## config.mk

```make
export PLATFORM = sky130hd
export DESIGN_NAME = two_axis_dda_step_generator_flat
export DESIGN_NICKNAME = d
export VERILOG_FILES = /design/src/design/tads_pkg.sv /design/src/design/tads_if.sv /design/src/design/tads_engine.sv /design/src/design/two_axis_dda_step_generator.sv /design/src/flat_wrapper.sv
export SDC_FILE = /design/constraint.sdc
export NUM_CORES = 1
export LEC_CHECK = 0
export BUFFER_PORTS_ARGS = -buffer_cell sky130_fd_sc_hd__buf_4
export CAP_MARGIN = 20
export CORE_AREA = 2 2 169 171
export CTS_BUF_LIST = sky130_fd_sc_hd__clkbuf_8
export CTS_CLUSTER_DIAMETER = 100
export DETAILED_ROUTE_END_ITERATION = 12
export DIE_AREA = 0 0 171 173
export GPL_TIMING_DRIVEN = 0
export MAX_ROUTING_LAYER = met4
export PLACE_DENSITY = 0.72
export SLEW_MARGIN = 5
export SYNTH_ARGS = -nofsm -noshare
export SYNTH_HDL_FRONTEND = slang
export SYNTH_SLANG_ARGS = --single-unit
```

## constraint.sdc

```tcl
create_clock -name clk_i -period 7.5 [get_ports clk_i]
set_input_delay 1.5 -clock clk_i [delete_from_list [all_inputs] [get_ports clk_i]]
set_output_delay 1.5 -clock clk_i [all_outputs]
set_load 0.03 [all_outputs]
```

## src/design/tads_pkg.sv

```systemverilog
// Shared types and constants of the two-axis DDA step generator.
// Used by the channel interfaces, the slot engine, the top level and the checker.
package tads_pkg;

  localparam int ACCUM_WIDTH    = 16;
  localparam int POSITION_WIDTH = 16;
  localparam int INCR_WIDTH     = 16;
  localparam int TICK_WIDTH     = 16;
  localparam int POS_OUT_WIDTH  = 16;
  localparam int KIND_WIDTH     = 3;
  localparam int FREE_WIDTH     = 2;

  typedef enum logic [KIND_WIDTH-1:0] {
    KIND_LOAD  = 3'd0,
    KIND_TICK  = 3'd1,
    KIND_START = 3'd2,
    KIND_STOP  = 3'd3,
    KIND_CLEAR = 3'd4
  } kind_e;

  typedef struct packed {
    logic [KIND_WIDTH-1:0] kind;
    logic [INCR_WIDTH-1:0] x_increment;
    logic [INCR_WIDTH-1:0] y_increment;
    logic                  x_forward;
    logic                  y_forward;
    logic [TICK_WIDTH-1:0] tick_count;
    logic                  starts_circle;
  } item_t;

  typedef struct packed {
    logic                            step_x;
    logic                            step_y;
    logic                            dir_x;
    logic                            dir_y;
    logic                            switched;
    logic                            circle_captured;
    logic                            underrun;
    logic                            load_accepted;
    logic                            running;
    logic signed [POS_OUT_WIDTH-1:0] position_x;
    logic signed [POS_OUT_WIDTH-1:0] position_y;
    logic [FREE_WIDTH-1:0]           free_slots;
  } result_t;

endpackage

```

## src/design/tads_if.sv

```systemverilog
// Valid/ready channel interfaces for command items and result items.
// Depends on tads_pkg for field widths.
interface tads_item_if;
  logic                                  valid;
  logic                                  ready;
  logic [tads_pkg::KIND_WIDTH-1:0]       kind;
  logic [tads_pkg::INCR_WIDTH-1:0]       x_increment;
  logic [tads_pkg::INCR_WIDTH-1:0]       y_increment;
  logic                                  x_forward;
  logic                                  y_forward;
  logic [tads_pkg::TICK_WIDTH-1:0]       tick_count;
  logic                                  starts_circle;

  modport source (
    output valid, kind, x_increment, y_increment, x_forward, y_forward,
           tick_count, starts_circle,
    input  ready
  );
  modport sink (
    input  valid, kind, x_increment, y_increment, x_forward, y_forward,
           tick_count, starts_circle,
    output ready
  );
endinterface

interface tads_result_if;
  logic                                    valid;
  logic                                    ready;
  logic                                    step_x;
  logic                                    step_y;
  logic                                    dir_x;
  logic                                    dir_y;
  logic                                    switched;
  logic                                    circle_captured;
  logic                                    underrun;
  logic                                    load_accepted;
  logic                                    running;
  logic signed [tads_pkg::POS_OUT_WIDTH-1:0] position_x;
  logic signed [tads_pkg::POS_OUT_WIDTH-1:0] position_y;
  logic [tads_pkg::FREE_WIDTH-1:0]         free_slots;

  modport source (
    output valid, step_x, step_y, dir_x, dir_y, switched, circle_captured,
           underrun, load_accepted, running, position_x, position_y, free_slots,
    input  ready
  );
  modport sink (
    input  valid, step_x, step_y, dir_x, dir_y, switched, circle_captured,
           underrun, load_accepted, running, position_x, position_y, free_slots,
    output ready
  );
endinterface

```

## src/design/tads_engine.sv

```systemverilog
// Segment slots, accumulators, position counters and run control.
// Applies one command item per enabled cycle; depends on tads_pkg.
module tads_engine (
  input  logic              clk_i,
  input  logic              rst_ni,
  input  logic              fire_i,
  input  tads_pkg::item_t   item_i,
  output tads_pkg::result_t result_o
);

  localparam int AW = tads_pkg::ACCUM_WIDTH;
  localparam int PW = tads_pkg::POSITION_WIDTH;
  localparam int TW = tads_pkg::TICK_WIDTH;

  // control and architectural state, cleared at reset
  logic [AW-1:0] x_acc_q [2];
  logic [AW-1:0] x_acc_d [2];
  logic [AW-1:0] y_acc_q [2];
  logic [AW-1:0] y_acc_d [2];
  logic [1:0]    full_q, full_d;
  logic          active_q, active_d;
  logic          enabled_q, enabled_d;
  logic [PW-1:0] net_x_q, net_x_d;
  logic [PW-1:0] net_y_q, net_y_d;

  // segment payload, undefined until loaded
  logic [AW-1:0] x_inc_q [2];
  logic [AW-1:0] y_inc_q [2];
  logic [1:0]    x_fwd_q, y_fwd_q, circ_q;
  logic [TW-1:0] ticks_q [2];

  logic          load_we;
  logic          load_slot;
  logic          tick_we;
  logic [TW-1:0] ticks_dec;
  logic [AW-1:0] sum_x, sum_y;
  logic          a, b;

  always_comb begin
    a         = active_q;
    b         = ~active_q;
    x_acc_d   = x_acc_q;
    y_acc_d   = y_acc_q;
    full_d    = full_q;
    active_d  = active_q;
    enabled_d = enabled_q;
    net_x_d   = net_x_q;
    net_y_d   = net_y_q;
    load_we   = 1'b0;
    load_slot = full_q[0];
    tick_we   = 1'b0;
    sum_x     = x_acc_q[a] + x_inc_q[a];
    sum_y     = y_acc_q[a] + y_inc_q[a];
    ticks_dec = ticks_q[a] - TW'(1);
    result_o  = '0;

    case (tads_pkg::kind_e'(item_i.kind))
      tads_pkg::KIND_LOAD: begin
        if (!full_q[0] || !full_q[1]) begin
          load_we              = 1'b1;
          x_acc_d[load_slot]   = '0;
          y_acc_d[load_slot]   = '0;
          full_d[load_slot]    = 1'b1;
          result_o.load_accepted = 1'b1;
        end
      end
      tads_pkg::KIND_TICK: begin
        if (enabled_q) begin
          tick_we = 1'b1;
          // step on the top bit, then drop it
          x_acc_d[a] = {1'b0, sum_x[AW-2:0]};
          y_acc_d[a] = {1'b0, sum_y[AW-2:0]};
          if (sum_x[AW-1]) begin
            result_o.step_x = 1'b1;
            net_x_d = x_fwd_q[a] ? net_x_q + PW'(1) : net_x_q - PW'(1);
          end
          if (sum_y[AW-1]) begin
            result_o.step_y = 1'b1;
            net_y_d = y_fwd_q[a] ? net_y_q + PW'(1) : net_y_q - PW'(1);
          end
          if (ticks_dec == '0) begin
            if (full_q[b]) begin
              result_o.circle_captured = circ_q[b];
              full_d[a]                = 1'b0;
              active_d                 = b;
              result_o.switched        = 1'b1;
            end else begin
              enabled_d         = 1'b0;
              result_o.underrun = 1'b1;
            end
          end
        end
      end
      tads_pkg::KIND_START: enabled_d = 1'b1;
      tads_pkg::KIND_STOP:  enabled_d = 1'b0;
      tads_pkg::KIND_CLEAR: begin
        full_d   = '0;
        x_acc_d  = '{default: '0};
        y_acc_d  = '{default: '0};
        net_x_d  = '0;
        net_y_d  = '0;
        active_d = 1'b0;
      end
      default: ;
    endcase

    // status after the item, seen from the slot now active
    if (full_d[active_d]) begin
      result_o.dir_x = (load_we && load_slot == active_d) ?
                       item_i.x_forward : x_fwd_q[active_d];
      result_o.dir_y = (load_we && load_slot == active_d) ?
                       item_i.y_forward : y_fwd_q[active_d];
    end
    result_o.running    = enabled_d;
    result_o.position_x = tads_pkg::POS_OUT_WIDTH'($signed(net_x_d));
    result_o.position_y = tads_pkg::POS_OUT_WIDTH'($signed(net_y_d));
    result_o.free_slots = {1'b0, ~full_d[0]} + {1'b0, ~full_d[1]};
  end

  always_ff @(posedge clk_i or negedge rst_ni) begin
    if (!rst_ni) begin
      x_acc_q   <= '{default: '0};
      y_acc_q   <= '{default: '0};
      full_q    <= '0;
      active_q  <= 1'b0;
      enabled_q <= 1'b0;
      net_x_q   <= '0;
      net_y_q   <= '0;
    end else if (fire_i) begin
      x_acc_q   <= x_acc_d;
      y_acc_q   <= y_acc_d;
      full_q    <= full_d;
      active_q  <= active_d;
      enabled_q <= enabled_d;
      net_x_q   <= net_x_d;
      net_y_q   <= net_y_d;
    end
  end

  always_ff @(posedge clk_i) begin
    if (fire_i && load_we) begin
      x_inc_q[load_slot]   <= AW'(item_i.x_increment);
      y_inc_q[load_slot]   <= AW'(item_i.y_increment);
      x_fwd_q[load_slot]   <= item_i.x_forward;
      y_fwd_q[load_slot]   <= item_i.y_forward;
      circ_q[load_slot]    <= item_i.starts_circle;
      ticks_q[load_slot]   <= item_i.tick_count;
    end else if (fire_i && tick_we) begin
      ticks_q[a] <= ticks_dec;
    end
  end

endmodule

```

## src/design/two_axis_dda_step_generator.sv

```systemverilog
// Two-axis DDA step generator: top level with item register and result register.
// Depends on tads_pkg, tads_if and tads_engine.
//
// Usage
//   item_i carries commands: load a segment into a free slot, tick, start,
//   stop, or clear slots and counters. Every command transaction yields
//   exactly one result transaction on result_o with step pulses, directions,
//   slot switch, circle capture, underrun, load status, run flag, net
//   positions and the free slot count.
//   The item sits in the item register while the slot engine works out the
//   status; once the result register is free or being drained, the engine
//   updates its state and the result register captures the status.
//   Throughput is one item per cycle while the receiver takes results; the
//   engine's single add/compare pass per tick sets that figure.
//   While the receiver stalls, the finished result is held in the result
//   register and one further item may wait in the item register; item_i
//   deasserts ready only once both are occupied.
//   Reset empties both slots, selects slot 0, stops the block and zeroes the
//   accumulators and positions. Segment contents stay undefined until loaded.
module two_axis_dda_step_generator (
  input  logic          clk_i,
  input  logic          rst_ni,
  tads_item_if.sink     item_i,
  tads_result_if.source result_o
);

  logic              in_valid_q;
  tads_pkg::item_t   in_q;
  logic              out_valid_q;
  tads_pkg::result_t out_q;
  tads_pkg::result_t res;
  logic              adv;
  logic              in_ready;

  // advance when the result register is free or being drained
  assign adv      = in_valid_q && (!out_valid_q || result_o.ready);
  assign in_ready = !in_valid_q || adv;
  assign item_i.ready = in_ready;

  tads_engine u_engine (
    .clk_i    (clk_i),
    .rst_ni   (rst_ni),
    .fire_i   (adv),
    .item_i   (in_q),
    .result_o (res)
  );

  always_ff @(posedge clk_i or negedge rst_ni) begin
    if (!rst_ni) begin
      in_valid_q  <= 1'b0;
      out_valid_q <= 1'b0;
    end else begin
      if (in_ready) begin
        in_valid_q <= item_i.valid;
      end
      if (adv) begin
        out_valid_q <= 1'b1;
      end else if (result_o.ready) begin
        out_valid_q <= 1'b0;
      end
    end
  end

  always_ff @(posedge clk_i) begin
    if (in_ready && item_i.valid) begin
      in_q.kind          <= item_i.kind;
      in_q.x_increment   <= item_i.x_increment;
      in_q.y_increment   <= item_i.y_increment;
      in_q.x_forward     <= item_i.x_forward;
      in_q.y_forward     <= item_i.y_forward;
      in_q.tick_count    <= item_i.tick_count;
      in_q.starts_circle <= item_i.starts_circle;
    end
    if (adv) begin
      out_q <= res;
    end
  end

  assign result_o.valid           = out_valid_q;
  assign result_o.step_x          = out_q.step_x;
  assign result_o.step_y          = out_q.step_y;
  assign result_o.dir_x           = out_q.dir_x;
  assign result_o.dir_y           = out_q.dir_y;
  assign result_o.switched        = out_q.switched;
  assign result_o.circle_captured = out_q.circle_captured;
  assign result_o.underrun        = out_q.underrun;
  assign result_o.load_accepted   = out_q.load_accepted;
  assign result_o.running         = out_q.running;
  assign result_o.position_x      = out_q.position_x;
  assign result_o.position_y      = out_q.position_y;
  assign result_o.free_slots      = out_q.free_slots;

endmodule

```

## src/flat_wrapper.sv

```systemverilog
// flat-port wrapper written by rule: the top's interface ports become plain ports
module two_axis_dda_step_generator_flat 
  (clk_i, rst_ni, item_i_valid, item_i_kind, item_i_x_increment, item_i_y_increment, item_i_x_forward, item_i_y_forward, item_i_tick_count, item_i_starts_circle, item_i_ready, result_o_valid, result_o_step_x, result_o_step_y, result_o_dir_x, result_o_dir_y, result_o_switched, result_o_circle_captured, result_o_underrun, result_o_load_accepted, result_o_running, result_o_position_x, result_o_position_y, result_o_free_slots, result_o_ready);
  tads_item_if item_i_i ();
  tads_result_if result_o_i ();
  input  logic clk_i;
  input  logic rst_ni;
  input wire logic [$bits(item_i_i.valid)-1:0] item_i_valid;
  input wire logic [$bits(item_i_i.kind)-1:0] item_i_kind;
  input wire logic [$bits(item_i_i.x_increment)-1:0] item_i_x_increment;
  input wire logic [$bits(item_i_i.y_increment)-1:0] item_i_y_increment;
  input wire logic [$bits(item_i_i.x_forward)-1:0] item_i_x_forward;
  input wire logic [$bits(item_i_i.y_forward)-1:0] item_i_y_forward;
  input wire logic [$bits(item_i_i.tick_count)-1:0] item_i_tick_count;
  input wire logic [$bits(item_i_i.starts_circle)-1:0] item_i_starts_circle;
  output wire logic [$bits(item_i_i.ready)-1:0] item_i_ready;
  output wire logic [$bits(result_o_i.valid)-1:0] result_o_valid;
  output wire logic [$bits(result_o_i.step_x)-1:0] result_o_step_x;
  output wire logic [$bits(result_o_i.step_y)-1:0] result_o_step_y;
  output wire logic [$bits(result_o_i.dir_x)-1:0] result_o_dir_x;
  output wire logic [$bits(result_o_i.dir_y)-1:0] result_o_dir_y;
  output wire logic [$bits(result_o_i.switched)-1:0] result_o_switched;
  output wire logic [$bits(result_o_i.circle_captured)-1:0] result_o_circle_captured;
  output wire logic [$bits(result_o_i.underrun)-1:0] result_o_underrun;
  output wire logic [$bits(result_o_i.load_accepted)-1:0] result_o_load_accepted;
  output wire logic [$bits(result_o_i.running)-1:0] result_o_running;
  output wire logic [$bits(result_o_i.position_x)-1:0] result_o_position_x;
  output wire logic [$bits(result_o_i.position_y)-1:0] result_o_position_y;
  output wire logic [$bits(result_o_i.free_slots)-1:0] result_o_free_slots;
  input wire logic [$bits(result_o_i.ready)-1:0] result_o_ready;
  assign item_i_i.valid = item_i_valid;
  assign item_i_i.kind = item_i_kind;
  assign item_i_i.x_increment = item_i_x_increment;
  assign item_i_i.y_increment = item_i_y_increment;
  assign item_i_i.x_forward = item_i_x_forward;
  assign item_i_i.y_forward = item_i_y_forward;
  assign item_i_i.tick_count = item_i_tick_count;
  assign item_i_i.starts_circle = item_i_starts_circle;
  assign item_i_ready = item_i_i.ready;
  assign result_o_valid = result_o_i.valid;
  assign result_o_step_x = result_o_i.step_x;
  assign result_o_step_y = result_o_i.step_y;
  assign result_o_dir_x = result_o_i.dir_x;
  assign result_o_dir_y = result_o_i.dir_y;
  assign result_o_switched = result_o_i.switched;
  assign result_o_circle_captured = result_o_i.circle_captured;
  assign result_o_underrun = result_o_i.underrun;
  assign result_o_load_accepted = result_o_i.load_accepted;
  assign result_o_running = result_o_i.running;
  assign result_o_position_x = result_o_i.position_x;
  assign result_o_position_y = result_o_i.position_y;
  assign result_o_free_slots = result_o_i.free_slots;
  assign result_o_i.ready = result_o_ready;
  two_axis_dda_step_generator u_core (.clk_i(clk_i), .rst_ni(rst_ni), .item_i(item_i_i), .result_o(result_o_i));
endmodule
```

Yosys cells after proc, flatten, opt, wreduce, memory -nomap -nowiden
Memories as Yosys holds them, arrays and structs flattened.
Index checks and enable logic that the tools add are counted.

storage, ports and cells
  word-level logic and storage cells = 177
  ROM bits = 0
  memories = 3
  input port bits = 58
  bits in latches = 0
  output and inout port bits = 45
  RAM bits = 96
  flip-flop bits (word level) = 205

memories
  memory                   words  bits a word  rd ports  clocked after Yosys merged registers in  wr ports  RTL line           source
  u_core.u_engine.ticks_q  2      16           1         0                                        1         tads_engine.sv:30  logic [TW-1:0] ticks_q [2];
  u_core.u_engine.x_inc_q  2      16           1         0                                        1         tads_engine.sv:27  logic [AW-1:0] x_inc_q [2];
  u_core.u_engine.y_inc_q  2      16           1         0                                        1         tads_engine.sv:28  logic [AW-1:0] y_inc_q [2];

operators by class
  shifts and indexed selects = 0
  equal/unequal tests = 7
  reduce and logical (&&, ||, !) cells = 25
  div/mod/pow operators = 0
  multiply operators = 0
  add/subtract/negate cells = 8
  bitwise logic cells = 11
  mux-type cells = 80
  magnitude comparators = 10

operators by type and width
  cell                   count
  $mux 16                15
  $pmux 32 s3            2
  $mux 32                4
  $and 32x32->32         2
  $bwmux 32              2
  $pmux 16 s2            2
  $sub 16x1->16 const B  3
  $mux 1                 40
  $add 16x1->16 const B  2
  $add 16x16->16         2
  $demux 16 s1           2
  $not 32->32            1
  $logic_not 16->1       1
  $reduce_or 16->1       1
  $mux 2                 5
  $logic_and 1x1->1      9
  $lt 1x2->1 const B     4
  $reduce_and 4->1       2
  $bwmux 2               3
  $eq 3x2->1 const B     2
  $pmux 2 s3             1
  $ge 2x2->1 const B     2
  $logic_not 1->1        4
  $lt 2x1->1 const B     2
  other kinds (20)       28

Logic depth before layout (Yosys ltp)
  word-level depth = 12
  mapped depth = 19
  mapped depth without buffers = 12

Modules after synthesis
From an unflattened synthesis, not the netlist that was laid out.

second synthesis, totals
  cells, all modules = 1142
  area, all modules = 14540.2 sq um

by module, submodules not included
  module                       cells each  seq. area each (sq um)  times used  area an instance (sq um)
  tads_engine                  1037        5565.3                  1           11523.6
  two_axis_dda_step_generator  105         2962.8                  1           3016.6

Worst setup path after synthesis
No wires, ideal clock.

  path type = input to register
  start = input result_o_ready
  end = memory u_core.u_engine.ticks_q[1][0] (netlist name) (enable)
  setup time = 0.375 ns
  setup slack = 1.137 ns
  arrival time = 5.988 ns
  required time = 7.125 ns
  buffers on the path = 1
  stages = 5
  path through = nand2b_1 nand2_1 clkbuf_1 nor4_1 nand2b_1

on the way
  word-level cells in the longest chain between the ends = 8
  elaborated cells on any way between the ends = 12
  classes of those cells = mux (7); reduce/logical (5)

ends and longest elaborated chain
  item                               RTL line                           source
  start: declaration                 flat_wrapper.sv:30                 input wire logic [$bits(result_o_i.ready)-1:0] result_o_ready;
  $logic_or 1x1->1 *                 two_axis_dda_step_generator.sv:36  assign adv = in_valid_q && (!out_valid_q || result_o.ready);
  $logic_and 1x1->1 *                two_axis_dda_step_generator.sv:36
  $logic_and 1x1->1                  tads_engine.sv:148                 end else if (fire_i && tick_we) begin
  $mux 1                             tads_engine.sv:148
  $mux 1                             tads_engine.sv:141                 if (fire_i && load_we) begin
  $mux 1 (not written as such)       tads_engine.sv:149                 ticks_q[a] <= ticks_dec;
  $reduce_or 16->1 (no source line)  -
  $mux 1 (no source line)            -
  end: declaration                   tads_engine.sv:30

Every way passes the cells marked *; elsewhere a longest branch is shown, timed or not.

==> run_results.csv <==
group,metric,value,unit
synthesis,yosys-top-cells-count,"edfxtp_1 (199), dfrtp_1 (102), nand2_1 (96)",
setup_path,end_kind,"register",
routing,drc,0,
finish,fillers,2210,
power,cellPowerDensity,293,nW/um^2
synthesis,ys_async_sr_fraction,33.9,%
floorplanning,core_area,27600,sq um
routing,wl_per_cell,17.7,um
cts,post_cts_buffers,0,
finish,fin_cells,1752,
power,p_leak,7.03,nW
global_routing,overflow,0,
setup_path,cp.arrival,7.00,ns
synthesis,synthDistinctLibCells,64,
synthesis,post-synth-top-count-cell,"edfxtp_1",
sta,relSlewSlack,30.1,%
sta,period_share,89.1,%
sta,setup_viol,0,
routing,drtAntennaViolNets,0,
finish,synthToLayoutAreaGrowth,15.5,%
setup_path,reg2reg_setup_slack,0.82,ns
global_routing,grt_usage,21.9,%
setup_path,path_max_fanout,10,
sta,max_freq,150,MHz
synthesis,syn_area,14800,sq um
cts,cts-root-buf,"clkbuf_8",
sta,setup_tns,0,ns
finish,diodes,0,
global_routing,grt_pass1_vias,10074,
finish,layout.nets,1457,
sta,worst_pin_slew,1.05,ns
cts,cts_resized,0,
cts,htree_levels,2,
synthesis,synth.area.top_cells,"edfxtp_1 (40%), dfrtp_1 (17%), ha_1 (5.1%)",
job,drv_cap,0,
placement,place_hpwl,21.7,mm
routing,first_iter_violations,625,
setup_path,cp-start-kind,"register",
sta,hold_viol_final,0,
synthesis,synth_seq_cells,301,
power,peakVddDrop,0.000168,V
synthesis,yosys_most_used_dff,"edfxtp_1",
setup_path,slowest_stage,"a2111oi_0",
sta,slew_violations,0,
placement,place_inst,1662,
cts,holdBufCountCts,0,
global_routing,grt_max_degree,103,
global_routing,grt_pass1_wl,50.3,mm
sta,setup_slack,0.821,ns
placement,place.gp.congestion,0.862,
synthesis,yosysTopAreaCell,"edfxtp_1",
synthesis,synth_edf_count,199,
routing,drt-total-wl,31.1,mm
synthesis,avgSynthCellArea,12.7,sq um
finish,drive_gt1_share,19.4,%
cts,cts_sinks,301,
routing,viasPerCell,5.74,
cts,cts_buffer_depth,3,
setup_path,crit_type,"register to register",
setup_path,cpPeakStageDelay,0.68,ns
synthesis,post-synth-top-area-fraction,40.3,%
cts,numCtsBuffers,48,
floorplanning,dieArea,29600,sq um
setup_path,crit_chain,"buf_6 -> buf_2 -> buf_2 -> buf_2 -> clkbuf_1 -> clkbuf_1 -> mux2_2 -> ha_1 -> a21o_1 -> a21oi_1 -> o21ai_0 -> a2111oi_0 -> nor3_1 -> mux2i_1 -> a31oi_1 -> clkbuf_1 -> a31oi_1 -> o21bai_1",
cts,cts_tree,"done",
global_routing,antenna_found_initial,0,
setup_path,worstPathRequired,7.82,ns
synthesis,synthCells,1170,
floorplanning,die_w,171,um
synthesis,yosysWarnings,0,
routing,vias,10057,
status,status,"finished clean",
sta,rsz0062_at_grt,"false",
floorplanning,ios,103,
placement,post-place-ws,0.857,ns
placement,port_buffers,102,
power,p_total,5.01,mW
cts,clkTransAtPathRegs,0.06,ns
floorplanning,die_h,173,um
hold_path,holdCritPathClass,"register to register",
floorplanning,start_util,53.7,%
finish,final_util,62.0,%
sta,min_period,6.68,ns
synthesis,synthesis.nets,1293,
cts,insertion_delay,0.58,ns
floorplanning,rows,61,
sta,fin_skew,0.0158,ns
synthesis,synth-seq-area-share,57.5,%
routing,firstDrtPassIters,5,
## final cells by class
cell class	instances	area, sq um	share of cell area [%]
Timing Repair Buffer	114	907	5.30
Inverter	25	93.8	0.548
Clock buffer	54	743	4.34
Clock inverter	36	149	0.870
Tap cell	378	473	2.76
Multi-Input combinational cell	800	6050	35.3
Sequential cell	301	8530	49.8
Buffer	44	178	1.04
## worst paths after layout
path,startpoint,to,depth (start not counted)
min in group asynchronous,rst_ni,u_core.u_engine.net_x_q[9]$_DFFE_PN0P_,1
max reg2reg,u_core.u_engine.a$_DFFE_PN0P_,u_core.result_o.position_y[15]$_DFFE_PP_,18
max in group asynchronous,rst_ni,u_core.result_o.valid$_DFFE_PN0P_,1
min,u_core.in_q[43]$_DFFE_PP_,u_core.u_engine.x_inc_q[1][8]$_DFFE_PP_,0
min reg2reg,u_core.in_q[43]$_DFFE_PP_,u_core.u_engine.x_inc_q[1][8]$_DFFE_PP_,0
max,u_core.u_engine.a$_DFFE_PN0P_,u_core.result_o.position_y[15]$_DFFE_PP_,18
## metal layers
layer | up-vias | share of wire, % | global-route usage [%]
li1 | 4811 | - | -
met1 | 4923 | 44 | 28.7
met2 | 262 | 48 | 35.2
met3 | 61 | 5.0 | 3.80
met4 | 0 | 2.4 | 5.97
met5 | - | 0 | -
## where the power goes
group          leakage, nW  switching [mW]  internal, mW
sequential            3.24           0.124          2.02
combinational         3.26           0.875         0.706
clock                0.536           0.630         0.659
total                 7.03            1.63          3.38
## cells by family (layout without fill, tap and decap cells)
group,after synthesis,count (layout),synth area share (%)
AO/OA/AOI/OAI,273,273,13.6
buffers and inverters,69,273,1.82
adder cells (fa/ha/maj),65,65,5.69
AND/OR/NAND/NOR,289,289,9.65
XOR/XNOR,67,67,3.96
multiplexers,106,106,7.72
flip-flops,301,301,57.5
## flip-flops by register name (all words and copies together), names as in the netlist, 16 cells and up
register	count
u_core.in_q	54
u_core.u_engine.y_inc_q	32
u_core.result_o.position_y	16
u_core.u_engine.net_x_q	16
u_core.u_engine.x_acc_q	32
u_core.u_engine.ticks_q	32
u_core.u_engine.y_acc_q	32
u_core.u_engine.x_inc_q	32
u_core.result_o.position_x	16
u_core.u_engine.net_y_q	16
## placed cells by master (no fill, tap or decap), types with 6 or more instances in the layout
cell type,netlist,layout
a2111oi_0,6,6
a211oi_1,7,7
a21o_1,25,25
a21oi_1,36,36
a22o_1,65,65
a31oi_1,7,7
a32o_1,15,15
and2_1,11,10
and3_1,8,8
buf_4,0,106
buf_6,1,6
clkbuf_1,38,37
clkbuf_8,0,54
clkinv_1,0,7
dfrtp_1,102,102
edfxtp_1,199,199
ha_1,61,61
inv_1,25,47
mux2_2,67,67
mux2i_1,39,37
nand2_1,96,96
nand2b_1,12,12
nand3_1,17,17
nand4_1,12,12
nor2_1,51,51
nor2b_1,10,10
nor3_1,27,26
nor4_1,8,7
o21a_1,11,11
o21ai_0,48,48
o21bai_1,8,8
o2bb2ai_1,15,15
or3_1,14,14
xnor2_1,41,41
xor2_1,26,26
## per-stage QoR
stage	instance area (sq um)	hold WS (ns)
6_report	17100	0.436
5_1_grt	17100	0.450
4_1_cts	17100	0.438
3_5_place_dp	16200	0.430
3_3_place_gp	16100	0.422
2_1_floorplan	14800	0.421
## critical path: cells and delay by family, from the launching register on
kind / cells / cell delay [ns]
and+or+nand+nor: 1 / 0.22
AOI/OAI and AO/OA: 7 / 2.14
buffers and inverters: 7 / 2.79
adders and majority gates: 1 / 0.30
DFF: 1 / 0.34
muxes: 2 / 0.64
No activity file was read; power rests on OpenSTA's default activity.
